[config.mk]
export PLATFORM = sky130hd
export DESIGN_NAME = addsub_reservation_station
export DESIGN_NICKNAME = d
export VERILOG_FILES = /design/src/sv/ars_pkg.sv /design/src/sv/ars_cell.sv /design/src/sv/addsub_reservation_station.sv
export SDC_FILE = /design/constraint.sdc
export NUM_CORES = 1
export LEC_CHECK = 0
export ABC_AREA = 1
export BUFFER_PORTS_ARGS = -buffer_cell sky130_fd_sc_hd__buf_2
export CAP_MARGIN = 40
export CORE_UTILIZATION = 47
export CTS_CLUSTER_DIAMETER = 80
export CTS_CLUSTER_SIZE = 16
export DETAILED_ROUTE_END_ITERATION = 8
export PLACE_DENSITY_LB_ADDON = 0.25
export SKIP_LAST_GASP = 1
export SLEW_MARGIN = 20
export SYNTH_ARGS = -nofsm -noshare
export SYNTH_HDL_FRONTEND = slang
export SYNTH_HIERARCHICAL = 1
export SYNTH_SLANG_ARGS = --single-unit
[constraint.sdc]
create_clock -name clk -period 11.9 [get_ports clk]
set_input_delay 1.785 -clock clk [delete_from_list [all_inputs] [get_ports clk]]
set_output_delay 1.785 -clock clk [all_outputs]
set_load 0.01 [all_outputs]
[src/sv/ars_pkg.sv]
// Shared types and constants for the add/sub reservation station.
`timescale 1ns / 1ps
`default_nettype none
package ars_pkg;

  localparam int ENTRIES   = 3;
  localparam int TAG_LIMIT = 8;

  localparam int OPC_W = 4;
  localparam int TAG_W = 4;
  localparam int VAL_W = 32;

  localparam int IN_DATA_W  = 112;
  localparam int OUT_DATA_W = 72;

  typedef enum logic [1:0] {
    MODE_TICK     = 2'd0,
    MODE_ISSUE    = 2'd1,
    MODE_CAPTURE  = 2'd2,
    MODE_DISPATCH = 2'd3
  } ars_mode_t;

  typedef enum logic [1:0] {
    ST_EMPTY   = 2'd0,
    ST_WAIT    = 2'd1,
    ST_READY   = 2'd2,
    ST_RETIRED = 2'd3
  } ars_state_t;

  typedef struct packed {
    logic             issue_done;
    logic             disp_done;
    logic [OPC_W-1:0] opcode;
    logic [VAL_W-1:0] value_a;
    logic [VAL_W-1:0] value_b;
  } ars_chain_t;

  typedef struct packed {
    ars_mode_t        mode;
    logic [OPC_W-1:0] issue_opcode;
    logic [TAG_W-1:0] issue_tag_a;
    logic [VAL_W-1:0] issue_value_a;
    logic [TAG_W-1:0] issue_tag_b;
    logic [VAL_W-1:0] issue_value_b;
    logic [TAG_W-1:0] bcast_tag;
    logic [VAL_W-1:0] bcast_value;
    logic             capture_ok;
  } ars_op_t;

endpackage
`default_nettype wire

[src/sv/ars_cell.sv]
// One reservation station entry; issue and dispatch claims ripple along the chain.
`timescale 1ns / 1ps
`default_nettype none
module ars_cell (
  input  wire                      clk,
  input  wire                      rst,
  input  wire                      fire,
  input  wire ars_pkg::ars_op_t    op,
  input  wire ars_pkg::ars_chain_t chain_in,
  output ars_pkg::ars_chain_t      chain_out,
  output logic                     empty_next
);
  import ars_pkg::*;

  ars_state_t       state, state_next;
  logic [TAG_W-1:0] tag_a, tag_a_next, tag_b, tag_b_next;
  logic [OPC_W-1:0] opcode, opcode_next;
  logic [VAL_W-1:0] value_a, value_a_next, value_b, value_b_next;

  always_comb begin
    state_next   = state;
    tag_a_next   = tag_a;
    tag_b_next   = tag_b;
    opcode_next  = opcode;
    value_a_next = value_a;
    value_b_next = value_b;
    chain_out    = chain_in;
    case (op.mode)
      MODE_TICK: begin
        if (state == ST_WAIT && tag_a == '0 && tag_b == '0) begin
          state_next = ST_READY;
        end else if (state == ST_RETIRED) begin
          state_next = ST_EMPTY;
        end
      end
      MODE_ISSUE: begin
        if (!chain_in.issue_done && state == ST_EMPTY) begin
          state_next           = ST_WAIT;
          opcode_next          = op.issue_opcode;
          tag_a_next           = op.issue_tag_a;
          value_a_next         = op.issue_value_a;
          tag_b_next           = op.issue_tag_b;
          value_b_next         = op.issue_value_b;
          chain_out.issue_done = 1'b1;
        end
      end
      MODE_CAPTURE: begin
        if (op.capture_ok) begin
          if (tag_a == op.bcast_tag) begin
            tag_a_next   = '0;
            value_a_next = op.bcast_value;
          end
          if (tag_b == op.bcast_tag) begin
            tag_b_next   = '0;
            value_b_next = op.bcast_value;
          end
        end
      end
      MODE_DISPATCH: begin
        if (!chain_in.disp_done && state == ST_READY) begin
          state_next          = ST_RETIRED;
          chain_out.disp_done = 1'b1;
          chain_out.opcode    = opcode;
          chain_out.value_a   = value_a;
          chain_out.value_b   = value_b;
        end
      end
      default: begin
        state_next = state;
      end
    endcase
  end

  assign empty_next = (state_next == ST_EMPTY);

  always_ff @(posedge clk) begin
    if (rst) begin
      state <= ST_EMPTY;
      tag_a <= '0;
      tag_b <= '0;
    end else if (fire) begin
      state <= state_next;
      tag_a <= tag_a_next;
      tag_b <= tag_b_next;
    end
  end

  always_ff @(posedge clk) begin
    if (fire) begin
      opcode  <= opcode_next;
      value_a <= value_a_next;
      value_b <= value_b_next;
    end
  end

endmodule
`default_nettype wire

[src/sv/addsub_reservation_station.sv]
// Top level of the add/sub reservation station: a chain of entry cells and an output register.
// The result of each accepted item is held in the output register until taken.
// One item per cycle unless m_tready stalls; issue/dispatch claims ripple along the chain.
// The output register frees on take, so a new item enters while the last result is taken.
// Reset: synchronous, active high; all entries empty with tags cleared, output empty.
`timescale 1ns / 1ps
`default_nettype none
module addsub_reservation_station (
  input  wire                               clk,
  input  wire                               rst,
  input  wire                               s_tvalid,
  output logic                              s_tready,
  // opcode[3:0], tag_a[7:4], value_a[39:8], tag_b[43:40], value_b[75:44],
  // bcast_tag[79:76], bcast_value[111:80]
  input  wire  [ars_pkg::IN_DATA_W-1:0]     s_tdata,
  // mode[1:0]
  input  wire  [1:0]                        s_tuser,
  output logic                              m_tvalid,
  input  wire                               m_tready,
  // out_opcode[3:0], out_value_a[35:4], out_value_b[67:36], has_free[68], zero[71:69]
  output logic [ars_pkg::OUT_DATA_W-1:0]    m_tdata,
  // accepted[0]
  output logic                              m_tuser
);
  import ars_pkg::*;

  logic               fire;
  ars_op_t            op;
  ars_chain_t         chain [ENTRIES+1];
  logic [ENTRIES-1:0] empty_vec;
  logic               accepted_next;

  assign s_tready = !m_tvalid || m_tready;
  assign fire     = s_tvalid && s_tready;

  always_comb begin
    op.mode          = ars_mode_t'(s_tuser);
    op.issue_opcode  = s_tdata[3:0];
    op.issue_tag_a   = s_tdata[7:4];
    op.issue_value_a = s_tdata[39:8];
    op.issue_tag_b   = s_tdata[43:40];
    op.issue_value_b = s_tdata[75:44];
    op.bcast_tag     = s_tdata[79:76];
    op.bcast_value   = s_tdata[111:80];
    op.capture_ok    = (op.bcast_tag != '0) && (int'(op.bcast_tag) <= TAG_LIMIT);
  end

  assign chain[0] = '0;

  for (genvar i = 0; i < ENTRIES; i++) begin : g_cell
    ars_cell u_cell (
      .clk        (clk),
      .rst        (rst),
      .fire       (fire),
      .op         (op),
      .chain_in   (chain[i]),
      .chain_out  (chain[i+1]),
      .empty_next (empty_vec[i])
    );
  end

  always_comb begin
    case (op.mode)
      MODE_ISSUE:    accepted_next = chain[ENTRIES].issue_done;
      MODE_DISPATCH: accepted_next = chain[ENTRIES].disp_done;
      default:       accepted_next = 1'b0;
    endcase
  end

  always_ff @(posedge clk) begin
    if (rst) begin
      m_tvalid <= 1'b0;
    end else if (fire) begin
      m_tvalid <= 1'b1;
    end else if (m_tready) begin
      m_tvalid <= 1'b0;
    end
  end

  always_ff @(posedge clk) begin
    if (fire) begin
      m_tuser <= accepted_next;
      m_tdata <= {3'b000, |empty_vec, chain[ENTRIES].value_b,
                  chain[ENTRIES].value_a, chain[ENTRIES].opcode};
    end
  end

endmodule
`default_nettype wire

==> results of run 1 <==
## stage by stage
step | worst slack (ns) | cell area (um2) | power [uW]
CTS | 7.61 | 17500 | 2250
global placement | 7.06 | 16700 | 1530
detailed placement | 7.08 | 16900 | 1540
floorplan | 4.52 | 15400 | 1430
finish | 7.63 | 17500 | 2230
global route | 7.41 | 17500 | 2320
## Yosys cell counts (all sizes together)
master | number | area [um2]
buf | 42 | 267
clkbuf | 15 | 56.3
edfxtp | 274 | 8230
dfxtp | 31 | 621
a21oi | 32 | 164
o21ai | 16 | 80.1
mux2 | 204 | 2520
nor2 | 43 | 171
inv | 93 | 349
nand2 | 677 | 2540
nand4 | 3 | 18.8
nor3 | 6 | 45.0
nand3 | 16 | 95.1
conb | 1 | 3.75
## worst max-delay path by stage
| stage | from | to | slack (ns) | cells past startpoint |
|---|---|---|---|---|
| floorplan | s_tvalid | g_cell[0].u_cell/value_a[0] | 4.52 | 6 |
| global placement | m_tready | g_cell[2].u_cell/value_b[12] | 7.06 | 9 |
| detailed placement | s_tvalid | g_cell[2].u_cell/value_a[12] | 7.08 | 10 |
| CTS | m_tready | g_cell[2].u_cell/value_a[12] | 7.61 | 10 |
| global route | s_tvalid | g_cell[2].u_cell/value_a[8] | 7.41 | 10 |
| finish | m_tready | g_cell[2].u_cell/value_a[15] | 7.63 | 10 |
## flip-flops by register name, summed over array words and instances, names as in the netlist, 6 cells and up
register	cells
g_cell.u_cell/value_a	96
g_cell.u_cell/state	6
g_cell.u_cell/opcode	12
m_tdata	69
g_cell.u_cell/tag_b	12
g_cell.u_cell/tag_a	12
g_cell.u_cell/value_b	96
## routing by layer
layer | up-vias | routed length, um | global-route usage
met2 | 457 | 18500 | 0.399
met1 | 5201 | 15900 | 0.300
li1 | 5229 | - | -
met5 | - | 23 | 0
met4 | 4 | 791 | 0.0671
met3 | 65 | 3040 | 0.0387
## worst reg2reg max path, delay by kind of cell (launching register included)
family / cells / cell delay, ns
buf+inv: 4 / 1.80
compound gates: 2 / 0.39
flops: 1 / 0.36
simple gates: 2 / 0.39
## area by class of cell
type,count,area [um2],share of cell area
inverter,93,349,0.0199
clock buffer,30,602,0.0344
multi-input combinational,1072,5980,0.342
clock inverter,2,21.3,0.00122
antenna,1,2.50,0.000143
tap,402,503,0.0287
timing repair buffer,209,1200,0.0685
sequential,305,8850,0.506
## cell usage in the layout, fill, tap and decap left out, types with 7 or more instances in the layout
master	Yosys	final
dfxtp_1	31	31
inv_1	84	78
inv_2	9	15
o21ai_0	16	16
edfxtp_1	274	274
nor2_1	39	36
a21oi_1	31	30
nand3_1	13	13
nand2_1	676	676
buf_4	3	13
clkbuf_1	15	7
mux2_2	144	144
conb_1	1	75
mux2_4	60	60
buf_2	24	189
clkbuf_16	0	23
## power by group
| group | internal [uW] | switching [uW] | leakage [uW] |
|---|---|---|---|
| Combinational | 108 | 170 | 0.00484 |
| Sequential | 1230 | 16.4 | 0.00280 |
| Clock | 354 | 355 | 0.000303 |
| Total | 1690 | 542 | 0.00794 |
## cells by family after synthesis
group           share of synthesized area
other cells                      0.000247
compound gates                     0.0161
simple gates                        0.190
mux                                 0.166
buf+inv                            0.0443
flops                               0.583
==> flow_summary.ini, run 1 <==
[sta]
finClkSkew_ns = 0.0188
finalHoldViolCount = 0
min_period_ns = 4.27
fmax_mhz = 234
hold_ws_ns = 0.489
worst_pin_slew_ns = 0.829
slew_headroom = 0.445
period_share = 0.359
tns_ns = 0
rsz0062_at_grt = no
setup_violations = 0
final_max_slew_viol_count = 0

[floorplanning]
die-area_mm2 = 0.0330
start_util = 0.479
die_h_um = 182
rows = 65
ios = 193
die_w_um = 182
core_area_mm2 = 0.0316

[clocking]
cts_root_buffer = clkbuf_16
cts_tree = built
cts_sinks = 305
postCtsSetupRepairBufs = 0
numCtsBuffers = 23
clk_path_buf_depth = 3
htree_levels = 1
clk_pin_slew_ns = 0.07
clk_latency_ns = 0.52
postCtsHoldBufs = 0
cts-resized-gates = 0

[grt]
overflow = 0
grt_usage = 0.232
grt_pass1_vias = 10700
grt_start_max_net_pins = 53
grt_pass1_wl_um = 58500
antenna_found_initial = 3

[critical_path]
path_buf_inv = 6
cp_slowest_cell = buf_4
regToRegStartpoint = m_tvalid
cpMostUsedCell = buf_4
timing.rr.end = g_cell[2].u_cell/value_a[15]
regToRegSetupSlack_ns = 8.64
critical_path.max_fanout = 49
cpPeakStageDelay_ns = 0.69
cp.required_ns = 12.12
crit_family = buffers and inverters
r2r_cells = 8
startpoint_type = input pin
arrival_ns = 4.49
path_class = input pin to register
cp_cell_sequence = buf_2, inv_1, a21oi_4, buf_4, buf_4, o21ai_0, nor2_1, nand2_1, inv_2, buf_16
endpoint_kind = register

[drt]
routed_wl_um = 38300
drt_iter0_drc = 1030
via_per_inst = 5.18
dr.pass1.iters = 5
antenna_left = 0
wl_per_cell_um = 18.1
drc = 0
vias = 11000

[placement]
port_buffers = 189
gp_congestion = 0.873
numPlacedInstances = 2080
dpl.hpwl_um = 25000

[synthesis]
synth_cells = 1453
ys_seq_elements = 305
syn_avg_cell_area_um2 = 10.4
synth_area_mm2 = 0.0152
yosysWarnings = 6
synth.distinct_cells = 24
yosysSeqAreaShare = 0.583

[run]
maxCapViolCount = 0

[layout]
layoutNonFillerInstCount = 2114
fillers = 2767
drive_above_1_share = 0.274
final_core_util = 0.553
nets = 1822
syn2layout_area_growth_pct = 15.4

[min_path]
min_path_type = register to register
hold_path_startpoint = g_cell[1].u_cell/tag_b[0]
holdPathEnd = g_cell[1].u_cell/tag_b[0]
hold_path_depth = 2

[power]
p_per_area_mw_per_mm2 = 128
power_leakage_uw = 0.00794
irDropWorstVdd_mv = 0.0888

[run_status]
status = completed
Power figures use the tool's default switching activity.
==> inputs of run 2 (changes only) <==
clock period = 3.81 ns   (was 11.9 ns; I/O delays follow)
==> flow_summary.ini, run 2 (same netlist as run 1, synthesis figures left out) <==
[placement]
gp_congestion = 0.875
port_buffers = 189
numPlacedInstances = 2093
dpl.hpwl_um = 25300

[sta]
fmax_mhz = 395
rsz0062_at_grt = no
tns_ns = 0
period_share = 0.665
slew_headroom = 0.430
finalHoldViolCount = 0
final_max_slew_viol_count = 0
finClkSkew_ns = 0.0156
setup_violations = 0
min_period_ns = 2.53
worst_pin_slew_ns = 0.854

[critical_path]
cp.required_ns = 4.04
endpoint_kind = register
critical_path.max_fanout = 22
startpoint_type = register
regToRegSetupSlack_ns = 1.28
arrival_ns = 2.76
path_class = register to register

[power]
internal-power_uw = 5330
irDropWorstVdd_mv = 0.270
power.switching_uw = 1700
clock_power_share = 0.326
power_leakage_uw = 0.00800
power_frac_comb = 0.122
p_sw_frac = 0.242
pwr-share-seq = 0.552
p_per_area_mw_per_mm2 = 400

[layout]
layoutNonFillerInstCount = 2136
mostFrequentLayoutCell = nand2_1
nets = 1834
largestRegisters = g_cell.u_cell/value_a (96), g_cell.u_cell/value_b (96), m_tdata (69)
ff_latch_area_mm2 = 0.00885
fillers = 2723
multi_input_area_mm2 = 0.00598
syn2layout_area_growth_pct = 16.0
mostFrequentLayoutCells = 676 x nand2_1, 274 x edfxtp_1, 189 x buf_2, 144 x mux2_2, 78 x inv_1
drive_above_1_share = 0.278

[floorplanning]
die-area_mm2 = 0.0330
start_util = 0.479
ios = 193
die_h_um = 182
rows = 65
core_area_mm2 = 0.0316
die_w_um = 182

[clocking]
postCtsHoldBufs = 0
numCtsBuffers = 23
cts-resized-gates = 0
clk_pin_slew_ns = 0.07
postCtsSetupRepairBufs = 0
clk_latency_ns = 0.52
cts_tree = built
clk_path_buf_depth = 3
htree_levels = 1
cts_sinks = 305
cts_root_buffer = clkbuf_16

[drt]
routed_wl_um = 37700
dr.pass1.iters = 5
drc = 0
drt_iter0_drc = 997
wl_met1_um = 16400
wl_per_cell_um = 17.7
wl_met3_um = 2290
wl_met2_um = 18200
vias = 11000
via_per_inst = 5.15
antenna_left = 0
maxUsedRoutingLayer = met5

[run_status]
status = completed

[grt]
grt_pass1_vias = 10700
grt_pass1_wl_um = 58400
antenna_found_initial = 3
grt_usage = 0.230
grt_start_max_net_pins = 39
overflow = 0

[min_path]
min_path_type = input pin to register

[run]
maxCapViolCount = 0
==> run 2: cell types whose count changed in the layout (fill, tap and decap cells not counted) <==
| cell | delta |
|---|---|
| buf_16 | -2 |
| buf_4 | +14 |
| clkbuf_1 | +9 |
| clkbuf_8 | +1 |
| clkinv_2 | -1 |
| diode_2 | +1 |
==> run 2: cell type report <==
cell class                      count  area share
Antenna cell                        2    0.000284
Clock buffer                       40      0.0369
Clock inverter                      1    0.000924
Inverter                           93      0.0198
Multi-Input combinational cell   1072       0.340
Sequential cell                   305       0.503
Tap cell                          402      0.0286
Timing Repair Buffer              221      0.0710
==> run 2: worst paths after layout <==
path,from,to,cells past startpoint
min,s_tdata[0],g_cell[0].u_cell/opcode[0],1
max,g_cell[0].u_cell/state[0],g_cell[2].u_cell/value_b[31],13
min reg2reg,g_cell[1].u_cell/tag_b[2],g_cell[1].u_cell/tag_b[2],2
max reg2reg,g_cell[0].u_cell/state[0],g_cell[2].u_cell/value_b[31],13
==> run 2: stage by stage <==
step / worst slack, ns / instance area, um2 / hold WS, ns / util / total power (uW)
2_1_floorplan: 0.285 / 15500 / 0.454 / - / 4470
6_report: 1.28 / 17600 / 0.255 / 0.556 / 7040
4_1_cts: 1.27 / 17600 / 0.223 / 0.556 / 7100
3_3_place_gp: 0.894 / 16900 / 0.466 / 0.535 / 4800
5_1_grt: 1.06 / 17600 / 0.243 / 0.556 / 7320
3_5_place_dp: 0.846 / 16900 / 0.472 / 0.535 / 4820
==> run 2: per-layer routing <==
layer | track usage | vias up
li1 | - | 5279
met1 | 0.309 | 5289
met2 | 0.390 | 370
met3 | 0.0301 | 58
met4 | 0.0647 | 2
met5 | 0 | -
==> run 2: critical path, stage by stage (launching register included) <==
cell and delay (ns):
dfxtp_1 0.41, nor2_1 0.09, inv_1 0.08, o21ai_0 0.11
inv_1 0.09, o21ai_0 0.10, inv_1 0.08, nand2_1 0.08
nand2_1 0.07, nand2_1 0.04, nor2_1 0.13, nand2_1 0.14
inv_2 0.54, buf_4 0.28
==> run 2: power groups by stage <==
stage          sequential (uW)  clock, uW  combinational [uW]
3_3_place_gp              3960          0                 837
4_1_cts                   3890       2360                 858
6_report                  3880       2300                 858
5_1_grt                   3900       2480                 950
3_5_place_dp              3960          0                 854
2_1_floorplan             3980          0                 499
